--- config.mk ---
export PLATFORM = sky130hd
export DESIGN_NAME = midi_track_timing_parser_top
export DESIGN_NICKNAME = d
export VERILOG_FILES = /design/src/design/mttp_pkg.sv /design/src/design/midi_track_timing_parser_top.sv /design/src/design/mttp_divider.sv
export VERILOG_INCLUDE_DIRS = /design/src /design/src/design
export SDC_FILE = /design/constraint.sdc
export NUM_CORES = 1
export LEC_CHECK = 0
export ABC_AREA = 1
export BUFFER_PORTS_ARGS = -buffer_cell sky130_fd_sc_hd__buf_2
export CAP_MARGIN = 25
export CORE_MARGIN = 2
export CORE_UTILIZATION = 50
export DETAILED_ROUTE_END_ITERATION = 10
export GPL_TIMING_DRIVEN = 0
export PLACE_DENSITY = 0.7
export SKIP_CTS_REPAIR_TIMING = 1
export SLEW_MARGIN = 25
export SYNTH_ARGS = -nofsm -noshare
export SYNTH_HDL_FRONTEND = slang
export SYNTH_SLANG_ARGS = --single-unit
--- constraint.sdc ---
create_clock -name clock -period 5.5 [get_ports clock]
set_clock_uncertainty 0.05 [all_clocks]
set_input_delay 0.55 -clock clock [delete_from_list [all_inputs] [get_ports clock]]
set_output_delay 0.55 -clock clock [all_outputs]
set_load 0.02 [all_outputs]
--- src/design/assert_macros.svh ---
// Assertion macros used by the top-level design file
`ifndef ASSERT_MACROS_SVH
`define ASSERT_MACROS_SVH
// implication checked on every rising clock edge outside reset
`define ASSERT_IMPL(label, clk, rst, ante, cons, msg) \
   label: assert property (@(posedge clk) disable iff (rst) (ante) |-> (cons)) \
      else $error(msg);
// implication whose consequence is checked in the cycle after the antecedent
`define ASSERT_NEXT(label, clk, rst, ante, cons, msg) \
   label: assert property (@(posedge clk) disable iff (rst) (ante) |=> (cons)) \
      else $error(msg);
`endif

--- src/design/mttp_pkg.sv ---
// Types and constants of the MIDI track timing parser
package mttp_pkg;
   localparam logic [1:0] KIND_TEMPO = 2'd0;
   localparam logic [1:0] KIND_METER = 2'd1;
   localparam logic [1:0] KIND_ERROR = 2'd2;
   localparam logic [1:0] KIND_EOT   = 2'd3;

   localparam logic [2:0] ERR_DELTA    = 3'd0;
   localparam logic [2:0] ERR_RUNNING  = 3'd1;
   localparam logic [2:0] ERR_META_INC = 3'd2;
   localparam logic [2:0] ERR_META_LEN = 3'd3;
   localparam logic [2:0] ERR_SYSEX    = 3'd4;
   localparam logic [2:0] ERR_CHANNEL  = 3'd5;

   localparam logic [33:0] BPM_NUMER = 34'd15360000000;

   typedef struct packed {
      logic [1:0]  kind;
      logic [31:0] tick;
      logic [23:0] tempo_us;
      logic [33:0] bpm_fixed;
      logic [7:0]  numerator;
      logic [10:0] denominator;
      logic [2:0]  error_code;
   } result_type;
endpackage

--- src/design/midi_track_timing_parser_top.sv ---
// Top level: MIDI track parser reporting tempo, meter, end of track and errors
// A byte that causes no result is taken while ready is high; a result is
// shown in the cycle after its byte, a tempo result once the divider, one
// quotient bit a cycle, is done. Ready drops while a result waits or divides.
// Reset (synchronous, active high) clears phase, tick, running status and
// flags; after an error no further result appears until reset.
module midi_track_timing_parser_top
   import mttp_pkg::*;
(
   input  logic         clock,
   input  logic         reset,
   input  logic         req_tvalid,
   output logic         req_tready,
   input  logic [7:0]   req_tdata,   // data_byte
   input  logic         req_tuser,   // first_of_track
   input  logic         req_tlast,   // last_of_track
   output logic         rsp_tvalid,
   input  logic         rsp_tready,
   // tdata: tick[31:0], tempo_us[55:32], bpm_fixed[89:56],
   // numerator[97:90], denominator[108:98], error_code[111:109], zero fill
   output logic [119:0] rsp_tdata,
   output logic [1:0]   rsp_tuser    // kind
);
`include "assert_macros.svh"
   localparam logic [3:0] PH_DELTA = 4'd0, PH_STATUS = 4'd1, PH_META_TYPE = 4'd2,
      PH_META_LEN = 4'd3, PH_META_DATA = 4'd4, PH_SYSEX_LEN = 4'd5,
      PH_SYSEX_DATA = 4'd6, PH_CHAN_DATA = 4'd7;

   logic [3:0]  phase_ff, phase_in;
   logic [7:0]  rs_ff, rs_in, mk_ff, mk_in;
   logic [31:0] tick_ff, tick_in;
   logic [27:0] acc_ff, acc_in, rem_ff, rem_in;
   logic [1:0]  cnt_ff, cnt_in;
   logic [23:0] cap_ff, cap_in;
   logic        stop_ff, stop_in, err_ff, err_in;
   logic        ovalid_ff, ovalid_in, wdiv_ff, wdiv_in;
   result_type  res_ff, res_in;

   logic        div_start, div_busy, div_done;
   logic [33:0] div_q;

   mttp_divider u_div (
      .clock(clock), .reset(reset), .start(div_start), .divisor(res_in.tempo_us),
      .busy(div_busy), .done(div_done), .quotient(div_q)
   );

   assign req_tready = !ovalid_ff && !wdiv_ff;
   logic take;
   assign take = req_tvalid && req_tready;

   always_comb begin
      logic [7:0]  b;
      logic        fin, emit, vlq_ok, vlq_long;
      logic [27:0] vacc, idx;
      logic [2:0]  ecode;
      logic        eh;
      b = req_tdata;
      phase_in = phase_ff; rs_in = rs_ff; mk_in = mk_ff; tick_in = tick_ff;
      acc_in = acc_ff; rem_in = rem_ff; cnt_in = cnt_ff; cap_in = cap_ff;
      stop_in = stop_ff; err_in = err_ff;
      ovalid_in = ovalid_ff && !rsp_tready;
      wdiv_in = wdiv_ff; res_in = res_ff; div_start = 1'b0;
      fin = 1'b0; emit = 1'b0; eh = 1'b0; ecode = ERR_DELTA;
      vacc = 28'd0; idx = 28'd0; vlq_ok = 1'b0; vlq_long = 1'b0;
      if (div_done && wdiv_ff) begin
         res_in.bpm_fixed = div_q;
         wdiv_in = 1'b0;
         ovalid_in = 1'b1;
      end
      if (take && !err_ff) begin
         if (req_tuser) begin
            phase_in = PH_DELTA; rs_in = 8'd0; tick_in = 32'd0; acc_in = 28'd0;
            cnt_in = 2'd0; rem_in = 28'd0; cap_in = 24'd0; stop_in = 1'b0;
         end
         vacc = {acc_in[20:0], b[6:0]};
         vlq_ok = !b[7];
         vlq_long = b[7] && (cnt_in == 2'd3);
         if (!stop_in) begin
            unique case (phase_in)
               PH_DELTA, PH_META_LEN, PH_SYSEX_LEN: begin
                  acc_in = vacc;
                  if (vlq_ok) cnt_in = 2'd0;
                  else if (!vlq_long) cnt_in = cnt_in + 2'd1;
                  if (vlq_long) begin
                     eh = 1'b1;
                     ecode = (phase_in == PH_DELTA) ? ERR_DELTA :
                             (phase_in == PH_META_LEN) ? ERR_META_LEN : ERR_SYSEX;
                  end else if (vlq_ok) begin
                     if (phase_in == PH_DELTA) begin
                        tick_in = tick_in + {4'd0, vacc};
                        acc_in = 28'd0;
                        phase_in = PH_STATUS;
                     end else if (phase_in == PH_META_LEN) begin
                        rem_in = vacc;
                        cap_in = 24'd0;
                        if (vacc == 28'd0) fin = 1'b1;
                        else phase_in = PH_META_DATA;
                     end else begin
                        rem_in = vacc;
                        acc_in = 28'd0;
                        phase_in = (vacc != 28'd0) ? PH_SYSEX_DATA : PH_DELTA;
                     end
                  end
               end
               PH_STATUS: begin
                  if (!b[7]) begin
                     if (rs_in == 8'd0) begin
                        eh = 1'b1; ecode = ERR_RUNNING;
                     end else begin
                        rem_in = (rs_in[7:4] == 4'hC || rs_in[7:4] == 4'hD) ? 28'd0 : 28'd1;
                        phase_in = (rem_in != 28'd0) ? PH_CHAN_DATA : PH_DELTA;
                     end
                  end else if (b < 8'hF0) begin
                     rs_in = b;
                     rem_in = (b[7:4] == 4'hC || b[7:4] == 4'hD) ? 28'd1 : 28'd2;
                     phase_in = PH_CHAN_DATA;
                  end else if (b == 8'hFF) begin
                     phase_in = PH_META_TYPE;
                  end else if (b == 8'hF0 || b == 8'hF7) begin
                     rs_in = 8'd0; acc_in = 28'd0; cnt_in = 2'd0;
                     phase_in = PH_SYSEX_LEN;
                  end else begin
                     eh = 1'b1; ecode = ERR_CHANNEL;
                  end
               end
               PH_META_TYPE: begin
                  mk_in = b; acc_in = 28'd0; cnt_in = 2'd0;
                  phase_in = PH_META_LEN;
               end
               PH_META_DATA: begin
                  idx = acc_in - rem_in;
                  if (idx == 28'd0) cap_in[23:16] = cap_in[23:16] | b;
                  else if (idx == 28'd1) cap_in[15:8] = cap_in[15:8] | b;
                  else if (idx == 28'd2) cap_in[7:0] = cap_in[7:0] | b;
                  rem_in = rem_in - 28'd1;
                  if (rem_in == 28'd0) fin = 1'b1;
               end
               PH_SYSEX_DATA, PH_CHAN_DATA: begin
                  rem_in = rem_in - 28'd1;
                  if (rem_in == 28'd0) phase_in = PH_DELTA;
               end
               default: phase_in = PH_DELTA;
            endcase
            if (fin) begin
               res_in = '0;
               res_in.tick = tick_in;
               if (mk_in == 8'h51 && acc_in == 28'd3 && cap_in != 24'd0) begin
                  res_in.kind = KIND_TEMPO;
                  res_in.tempo_us = cap_in;
                  div_start = 1'b1;
               end else if (mk_in == 8'h58 && acc_in >= 28'd2) begin
                  if (cap_in[23:16] != 8'd0 && cap_in[15:8] <= 8'd10) begin
                     res_in.kind = KIND_METER;
                     res_in.numerator = cap_in[23:16];
                     res_in.denominator = 11'd1 << cap_in[11:8];
                     emit = 1'b1;
                  end
               end else if (mk_in == 8'h2F) begin
                  res_in.kind = KIND_EOT;
                  stop_in = 1'b1;
                  emit = 1'b1;
               end
               phase_in = PH_DELTA; acc_in = 28'd0; cnt_in = 2'd0; rem_in = 28'd0;
            end
            if (!eh && req_tlast && !stop_in) begin
               case (phase_in)
                  PH_DELTA: if (cnt_in != 2'd0) begin eh = 1'b1; ecode = ERR_DELTA; end
                  PH_META_TYPE: begin eh = 1'b1; ecode = ERR_META_INC; end
                  PH_META_LEN, PH_META_DATA: begin eh = 1'b1; ecode = ERR_META_LEN; end
                  PH_SYSEX_LEN, PH_SYSEX_DATA: begin eh = 1'b1; ecode = ERR_SYSEX; end
                  PH_CHAN_DATA: begin eh = 1'b1; ecode = ERR_CHANNEL; end
                  default: ;
               endcase
            end
         end
         if (eh) begin
            // error overrides any event of this byte
            div_start = 1'b0;
            emit = 1'b1;
            err_in = 1'b1;
            res_in = '0;
            res_in.kind = KIND_ERROR;
            res_in.tick = tick_in;
            res_in.error_code = ecode;
         end else if (req_tlast) begin
            phase_in = PH_DELTA; rs_in = 8'd0; tick_in = 32'd0; acc_in = 28'd0;
            cnt_in = 2'd0; rem_in = 28'd0; cap_in = 24'd0; stop_in = 1'b0;
         end
         if (emit) ovalid_in = 1'b1;
         if (div_start) wdiv_in = 1'b1;
      end
   end

   always_ff @(posedge clock) begin
      if (reset) begin
         phase_ff <= PH_DELTA; rs_ff <= 8'd0; mk_ff <= 8'd0; tick_ff <= 32'd0;
         acc_ff <= 28'd0; rem_ff <= 28'd0; cnt_ff <= 2'd0; cap_ff <= 24'd0;
         stop_ff <= 1'b0; err_ff <= 1'b0; ovalid_ff <= 1'b0; wdiv_ff <= 1'b0;
      end else begin
         phase_ff <= phase_in; rs_ff <= rs_in; mk_ff <= mk_in; tick_ff <= tick_in;
         acc_ff <= acc_in; rem_ff <= rem_in; cnt_ff <= cnt_in; cap_ff <= cap_in;
         stop_ff <= stop_in; err_ff <= err_in; ovalid_ff <= ovalid_in;
         wdiv_ff <= wdiv_in;
      end
      res_ff <= res_in;
   end

   assign rsp_tvalid = ovalid_ff;
   assign rsp_tuser  = res_ff.kind;
   assign rsp_tdata  = {8'd0, res_ff.error_code, res_ff.denominator, res_ff.numerator,
                        res_ff.bpm_fixed, res_ff.tempo_us, res_ff.tick};

   `ASSERT_IMPL(a_no_take_busy, clock, reset, ovalid_ff || wdiv_ff, !req_tready,
      "input taken while result pending")
   `ASSERT_IMPL(a_div_pairs, clock, reset, wdiv_ff, div_busy || div_done,
      "waiting on divider that is idle")
   `ASSERT_NEXT(a_err_sticky, clock, reset, err_ff, err_ff, "error flag cleared")
endmodule

--- src/design/mttp_divider.sv ---
// Restoring divider, one quotient bit a cycle, for the tempo to BPM step
module mttp_divider
   import mttp_pkg::*;
(
   input  logic        clock,
   input  logic        reset,
   input  logic        start,
   input  logic [23:0] divisor,
   output logic        busy,
   output logic        done,
   output logic [33:0] quotient
);
   logic [5:0]  count_ff, count_in;
   logic [33:0] quot_ff, quot_in;
   logic [24:0] rem_ff, rem_in;
   logic [23:0] div_ff, div_in;
   logic        busy_ff, busy_in, done_ff, done_in;
   logic [24:0] trial;
   logic [25:0] diff;

   always_comb begin
      count_in = count_ff;
      quot_in  = quot_ff;
      rem_in   = rem_ff;
      div_in   = div_ff;
      busy_in  = busy_ff;
      done_in  = 1'b0;
      trial    = {rem_ff[23:0], quot_ff[33]};
      diff     = {1'b0, trial} - {2'b0, div_ff};
      if (start) begin
         busy_in  = 1'b1;
         count_in = 6'd0;
         quot_in  = BPM_NUMER;
         rem_in   = 25'd0;
         div_in   = divisor;
      end else if (busy_ff) begin
         // shift in next dividend bit, subtract if it fits
         if (!diff[25]) begin
            rem_in  = diff[24:0];
            quot_in = {quot_ff[32:0], 1'b1};
         end else begin
            rem_in  = trial;
            quot_in = {quot_ff[32:0], 1'b0};
         end
         count_in = count_ff + 6'd1;
         if (count_ff == 6'd33) begin
            busy_in = 1'b0;
            done_in = 1'b1;
         end
      end
   end

   always_ff @(posedge clock) begin
      if (reset) begin
         busy_ff  <= 1'b0;
         done_ff  <= 1'b0;
         count_ff <= 6'd0;
      end else begin
         busy_ff  <= busy_in;
         done_ff  <= done_in;
         count_ff <= count_in;
      end
      quot_ff <= quot_in;
      rem_ff  <= rem_in;
      div_ff  <= div_in;
   end

   assign busy     = busy_ff;
   assign done     = done_ff;
   assign quotient = quot_ff;
endmodule

; ---- After elaboration in Yosys (flattened, before gate mapping)
; Index checks and enable logic that the tools add are counted.
[totals]
register_bits = 342
inputBits = 14
wordCells = 306
[op_classes]
n_addsub = 6
n_lt_le_gt_ge = 3
n_eq_ne = 29
shift = 1
mux = 193
bitwise_logic = 5
n_reduce_logical = 44
[op_table]
columns = operator, count
row1 = $mux 28, 28
row2 = $mux 24, 13
row3 = $mux 32, 9
row4 = $mux 114, 2
row5 = $pmux 28 s3, 2
row6 = $mux 8, 17
row7 = $mux 112, 1
row8 = $logic_not 28->1, 3
row9 = $mux 80, 1
row10 = $mux 4, 19
row11 = $mux 1, 58
row12 = $mux 19, 3
row13 = $eq 28x2->1 const B, 2
row14 = $reduce_bool 28->1, 2
row15 = $pmux 24 s2, 1
row16 = $mux 2, 18
row17 = $mux 3, 12
row18 = $mux 34, 1
row19 = $add 32x28->32, 1
row20 = $eq 4x3->1 const B, 8
row21 = $eq 28x1->1 const B, 1
row22 = $ge 28x2->1 const B, 1
row23 = $sub 28x1->28 const B, 1
row24 = $sub 28x28->28, 1
row25 = other kinds (36), 76

; ---- Longest topological paths before layout
[depth]
ltp_word = 29
ltp_mapped = 39

; ---- Cells and area by module
; A second synthesis with hierarchy kept.
[hier_totals]
cells_unflattened = 4025
area_unflattened_um2 = 25141.6
[by_module_without_submodules]
columns = module, instances, cells_each, area_per_inst_um2, seq_area_each_um2
row1 = midi_track_timing_parser_top, 1, 3241, 19817.8, 5605.4
row2 = mttp_divider, 1, 784, 5323.9, 2042.0

; ---- Least setup slack after synthesis
; Ideal clock, no wire load.
[synth_timing]
path_kind = in2reg
start = in req_tuser
end = reg u_div.div_ff[0], enable pin
setup_ns = 0.379
t_arrival_ns = 4.866
slack_ns = 0.205
cell_stages = 32
path_buffers = 7
path_cell_list = buf_6 -> buf_6 -> buf_2 -> buf_2 -> buf_2 -> buf_1 -> nor2_1 -> ha_1 -> a21oi_1 -> o21ai_0 -> a21oi_1 -> o21ai_0 -> a21oi_1 -> nand2_1 -> nand2_1 -> nand3_1 -> nor2_2 -> nand2_1 -> inv_2 -> nand2_2 -> o21ai_1 -> nand2_1 -> nand2_1 -> nand2_1 -> nand2_1 -> nor2_1 -> nand2_1 -> nor2_4 -> nand2_4 -> nand4_4 -> buf_4 -> inv_1
[synth_via]
elab_chain_len = 25
elab_cells_between_ends = 151
[synth_lines]
columns = item, line_no
row1 = "start, declared", midi_track_timing_parser_top.sv:15  ; input logic req_tuser,
row2 = "parallel branches: the longest is 22 deep, another holds $sub 28x28->28", --
row3 = $mux 1 *, midi_track_timing_parser_top.sv:176  ; if (eh) begin
row4 = $mux 1 * (2 in a row), midi_track_timing_parser_top.sv:70  ; if (take && !err_ff) begin
row5 = via div_start, midi_track_timing_parser_top.sv:39  ; logic div_start, div_busy, div_done;
row6 = "end signal, assigned", mttp_divider.sv:65  ; div_ff <= div_in;
row7 = "end, declared", mttp_divider.sv:16  ; logic [23:0] div_ff, div_in;
; Mark *: on every way through the listed nets, which the timed path passes. The select of a mux whose other input is x is not followed.
; A chain may end at the register's enable or synchronous reset.

; ---- Final worst setup path
[layout_timing]
start = in req_tuser
end = reg acc_ff[12]
[layout_via]
elab_chain_len = 23
elab_cells_between_ends = 149
[layout_lines]
columns = item, line_no
row1 = "parallel branches: the longest is 22 deep, another holds $sub 28x28->28", --
row2 = $mux 28 *, midi_track_timing_parser_top.sv:176
row3 = "end signal, assigned", midi_track_timing_parser_top.sv:201  ; acc_ff <= acc_in; rem_ff <= rem_in; cnt_ff <= cnt_in; cap_ff <= cap_in;
row4 = "end, declared", midi_track_timing_parser_top.sv:32  ; logic [27:0] acc_ff, acc_in, rem_ff, rem_in;
; Every way passes the cells marked *. The select of a mux whose other input is x is not followed.

==> metrics.md <==
| Metric | Value |
|---|---|
| Status | `finished, final reports clean` |
| Crit-path max cell delay | `0.72 ns` |
| Hold path endpoint | `stop_ff` |
| Count leader, synth | `nand2_1` |
| Total track usage | `0.355` |
| Placer Congestion | `1.01` |
| Tightest Pin Transition | `1.13 ns` |
| Hold Crit Class | `in -> reg` |
| Die Y | `224 um` |
| Fraction of layout cells with a size suffix above 1 | `0.130` |
| Clock Path Buffers | `3` |
| CP Cell Sequence | `buf_2 > inv_2 > buf_6 > buf_6 > nand2_1 > nor2_1 > nand2_1 > inv_1 > clkbuf_1 > buf_1 > nand4_1 > nand2_1 > inv_1 > nand2_1 > buf_2 > clkbuf_1 > o22ai_1 > nand3_2 > a21oi_1` |
| Register area | `7650 um^2` |
| Fmax | `184 MHz` |
| DRC | `0` |
| Routed wire per std cell | `20.1 um` |
| Hold depth | `4` |
| CP endpoint kind | `flip-flop` |
| RSZ-0062 raised after global routing | `yes` |
| Clock slew at reported path FFs | `0.07 ns` |
| Largest cells by area after synthesis | `dfxtp_1, nand2_1, edfxtp_1` |
| Critical path type | `in -> reg` |
| Post-synth EDFFs | `80` |
| Max-slew violations | `0` |
| Clock sinks | `342` |
| CORE AREA | `47800 um^2` |
| Initial antenna violation count | `0` |
| Critical-path top delay cell | `buf_1` |
| Post-DP HPWL | `approximately 71000 um` |
| Total gr overflow | `0` |
| VDD IR max | `231 uV` |
| Crit. Startpoint | `req_tuser` |
| Max cap viols | `0` |
| Port Buf Inserts | `128` |
| P&R area growth vs syn | `12.4%` |
| Post-layout util | `0.570` |
| Sequential share of the synthesized area | `0.315` |
| Num ports | `roughly 140` |
| Mean Syn Cell Area | `6.53 um^2` |
| Antenna diodes | `0` |
| R2R Path Start | `acc_ff[1]` |
| Fillers | `4761` |
| List of most frequent post-synthesis cells | `nand2_1, inv_1, nor2_1` |
| First-pass GRT wire length | `138000 um` |
| Crit Path Max Fanout | `10` |
| Worst Hold Launch | `req_tlast` |
| Worst R2R Setup Slack | `0.24 ns` |
| Row count | `80` |
| TNS Setup | `0 ns` |
| Slew margin rel. | `0.248` |
| Mapped Area | `24300 um^2` |
| Fraction of registers with async set/reset | `0` |
| DIE AREA | `50400 um^2` |
| Cells after Synth | `3720` |
| Synth top area share | `0.216` |
| Minimum clock period | `5.45 ns` |
| Via count | `26.2k` |
| Post-synth top area cell | `dfxtp_1` |
| Max H-tree Level | `2` |
| Critical Path AT | `~5.8 ns` |
| Critical path required time | `5.90 ns` |
| Total Wirelength | `91400 um` |
| CP dominant cell by count | `nand2_1` |
| Ys flop type | `dfxtp_1` |
| Iteration-0 DRC Markers | `2941` |
| P_leak | `roughly 13 nW` |
| DR pass1 iterations | `7` |
| Worst R2R End | `u_div.div_ff[8]` |
| Vias in the first global route | `23.8k` |
| Antenna-violating nets left | `0` |
| Setup violators final | `0` |
| Post-DR vias/cell | `about 5.7` |
| Fin crit share | `0.990` |
| Worst-Skew Late Latency | `0.60 ns` |
| Die X-Extent | `224 um` |
| Startpoint Class | `primary input` |
| CTS tree | `yes` |
| CTS Buf Count | `41` |
| Worst reg2reg path depth | `26` |
| Netlist cell types | `71` |
| Initial Util | `0.508` |
| Synth Warn # | `0` |
| Number of nets in the layout | `3977` |
| CTS root buf | `clkbuf_16` |
| Area occupied by multi-input gates | `14000 um^2` |
| Pwr dens | `about 260 nW/um^2` |
| Hold slack final | `0.311 ns` |
| Synthesized flop and latch total | `342` |
| Pin count of the biggest net entering global routing | `66` |
| Final hold violations | `0` |
[routing by layer]
| metal | up-vias | share of wire | track usage |
|---|---|---|---|
| met5 | - | 0 | 0 |
| met4 | 0 | 0.059 | 0.192 |
| met3 | 285 | 0.088 | 0.0504 |
| met2 | 1258 | 0.44 | 0.557 |
| met1 | 12100 | 0.42 | 0.473 |
| li1 | 12600 | - | - |
[state kept, by name (all words and copies together) (netlist names)]
name and cells:
u_div.count_ff 6, rsp_tvalid 1, u_div.rem_ff 24, phase_ff 4, rsp_tuser 2, tick_ff 32, cnt_ff 2, mk_ff 8
cap_ff 24, rsp_tdata 112, u_div.div_ff 24, u_div.quotient 34, acc_ff 28, u_div.done 1, stop_ff 1, rem_ff 28
rs_ff 8, err_ff 1, u_div.busy 1, wdiv_ff 1
[where the power goes]
group / internal [W] / leakage, nW / switching (W)
registers: 0.00268 / 2.86 / 0.0000636
logic: 0.000413 / 9.06 / 0.00106
clock network: 0.00155 / 0.658 / 0.00119
[layout make-up]
type | count | area share
Tap cell | 615 | 0.0282
Timing Repair inverter | 2 | 0.000550
Clock inverter | 22 | 0.00807
Sequential cell | 342 | 0.280
Buffer | 182 | 0.0363
Inverter | 491 | 0.0678
Clock buffer | 53 | 0.0411
Multi-Input combinational cell | 2710 | 0.512
Timing Repair Buffer | 136 | 0.0261
[worst max-delay path, delay by kind of cell]
family	cells	cell delay, ns
buffers and inverters	10	3.22
and+or+nand+nor	7	1.80
AOI/OAI and AO/OA	2	0.25
[logic make-up after synthesis]
| group | Yosys count | synth area share |
|---|---|---|
| adders and majority gates | 57 | 0.0300 |
| buffers and inverters | 675 | 0.115 |
| DFF | 342 | 0.315 |
| and+or+nand+nor | 1834 | 0.338 |
| xor gates and xnor gates | 75 | 0.0270 |
| AOI/OAI and AO/OA | 736 | 0.175 |
| other | 1 | 0.000154 |
[worst max path at each step]
stage / to / slack, ns / cells after the start
after floorplan: u_div.div_ff[0] / 0.21 / 32
after global placement: u_div.div_ff[8] / -2.29 / 34
after detailed placement: u_div.div_ff[7] / -2.28 / 34
after CTS: u_div.div_ff[8] / -1.71 / 34
after global routing: u_div.div_ff[8] / -0.01 / 33
final: acc_ff[12] / 0.05 / 19
[cells in the final DEF (no fill, tap or decap), types with 34 or more instances in the layout]
cell type  netlist  layout
a21oi_1        335     335
nor2_1         403     397
nor3_1          38      36
nand2_1        972     971
clkbuf_16        0      41
o21ai_1         33      34
clkbuf_1       112     117
nand3_2         57      57
nand4_1         71      71
o21ai_0        170     168
inv_1          445     443
o22ai_1         81      81
dfxtp_1        262     262
edfxtp_1        80      80
inv_2           42      43
nand3_1        172     171
o211ai_1        42      42
ha_1            55      52
buf_2           27     151
xor2_1          59      59
[stage by stage]
stage / std cells / total power [W] / area [um^2] / setup slack, ns
after floorplan: 3727 / 0.00375 / 24300 / 0.205
after global placement: 4470 / 0.00417 / 25700 / -2.29
after detailed placement: 4470 / 0.00418 / 25700 / -2.28
after CTS: 4545 / 0.00689 / 27100 / -1.71
after global routing: 4553 / 0.00720 / 27300 / -0.0142
final: 4553 / 0.00696 / 27300 / 0.0547
No activity file was read; power rests on OpenSTA's default activity.
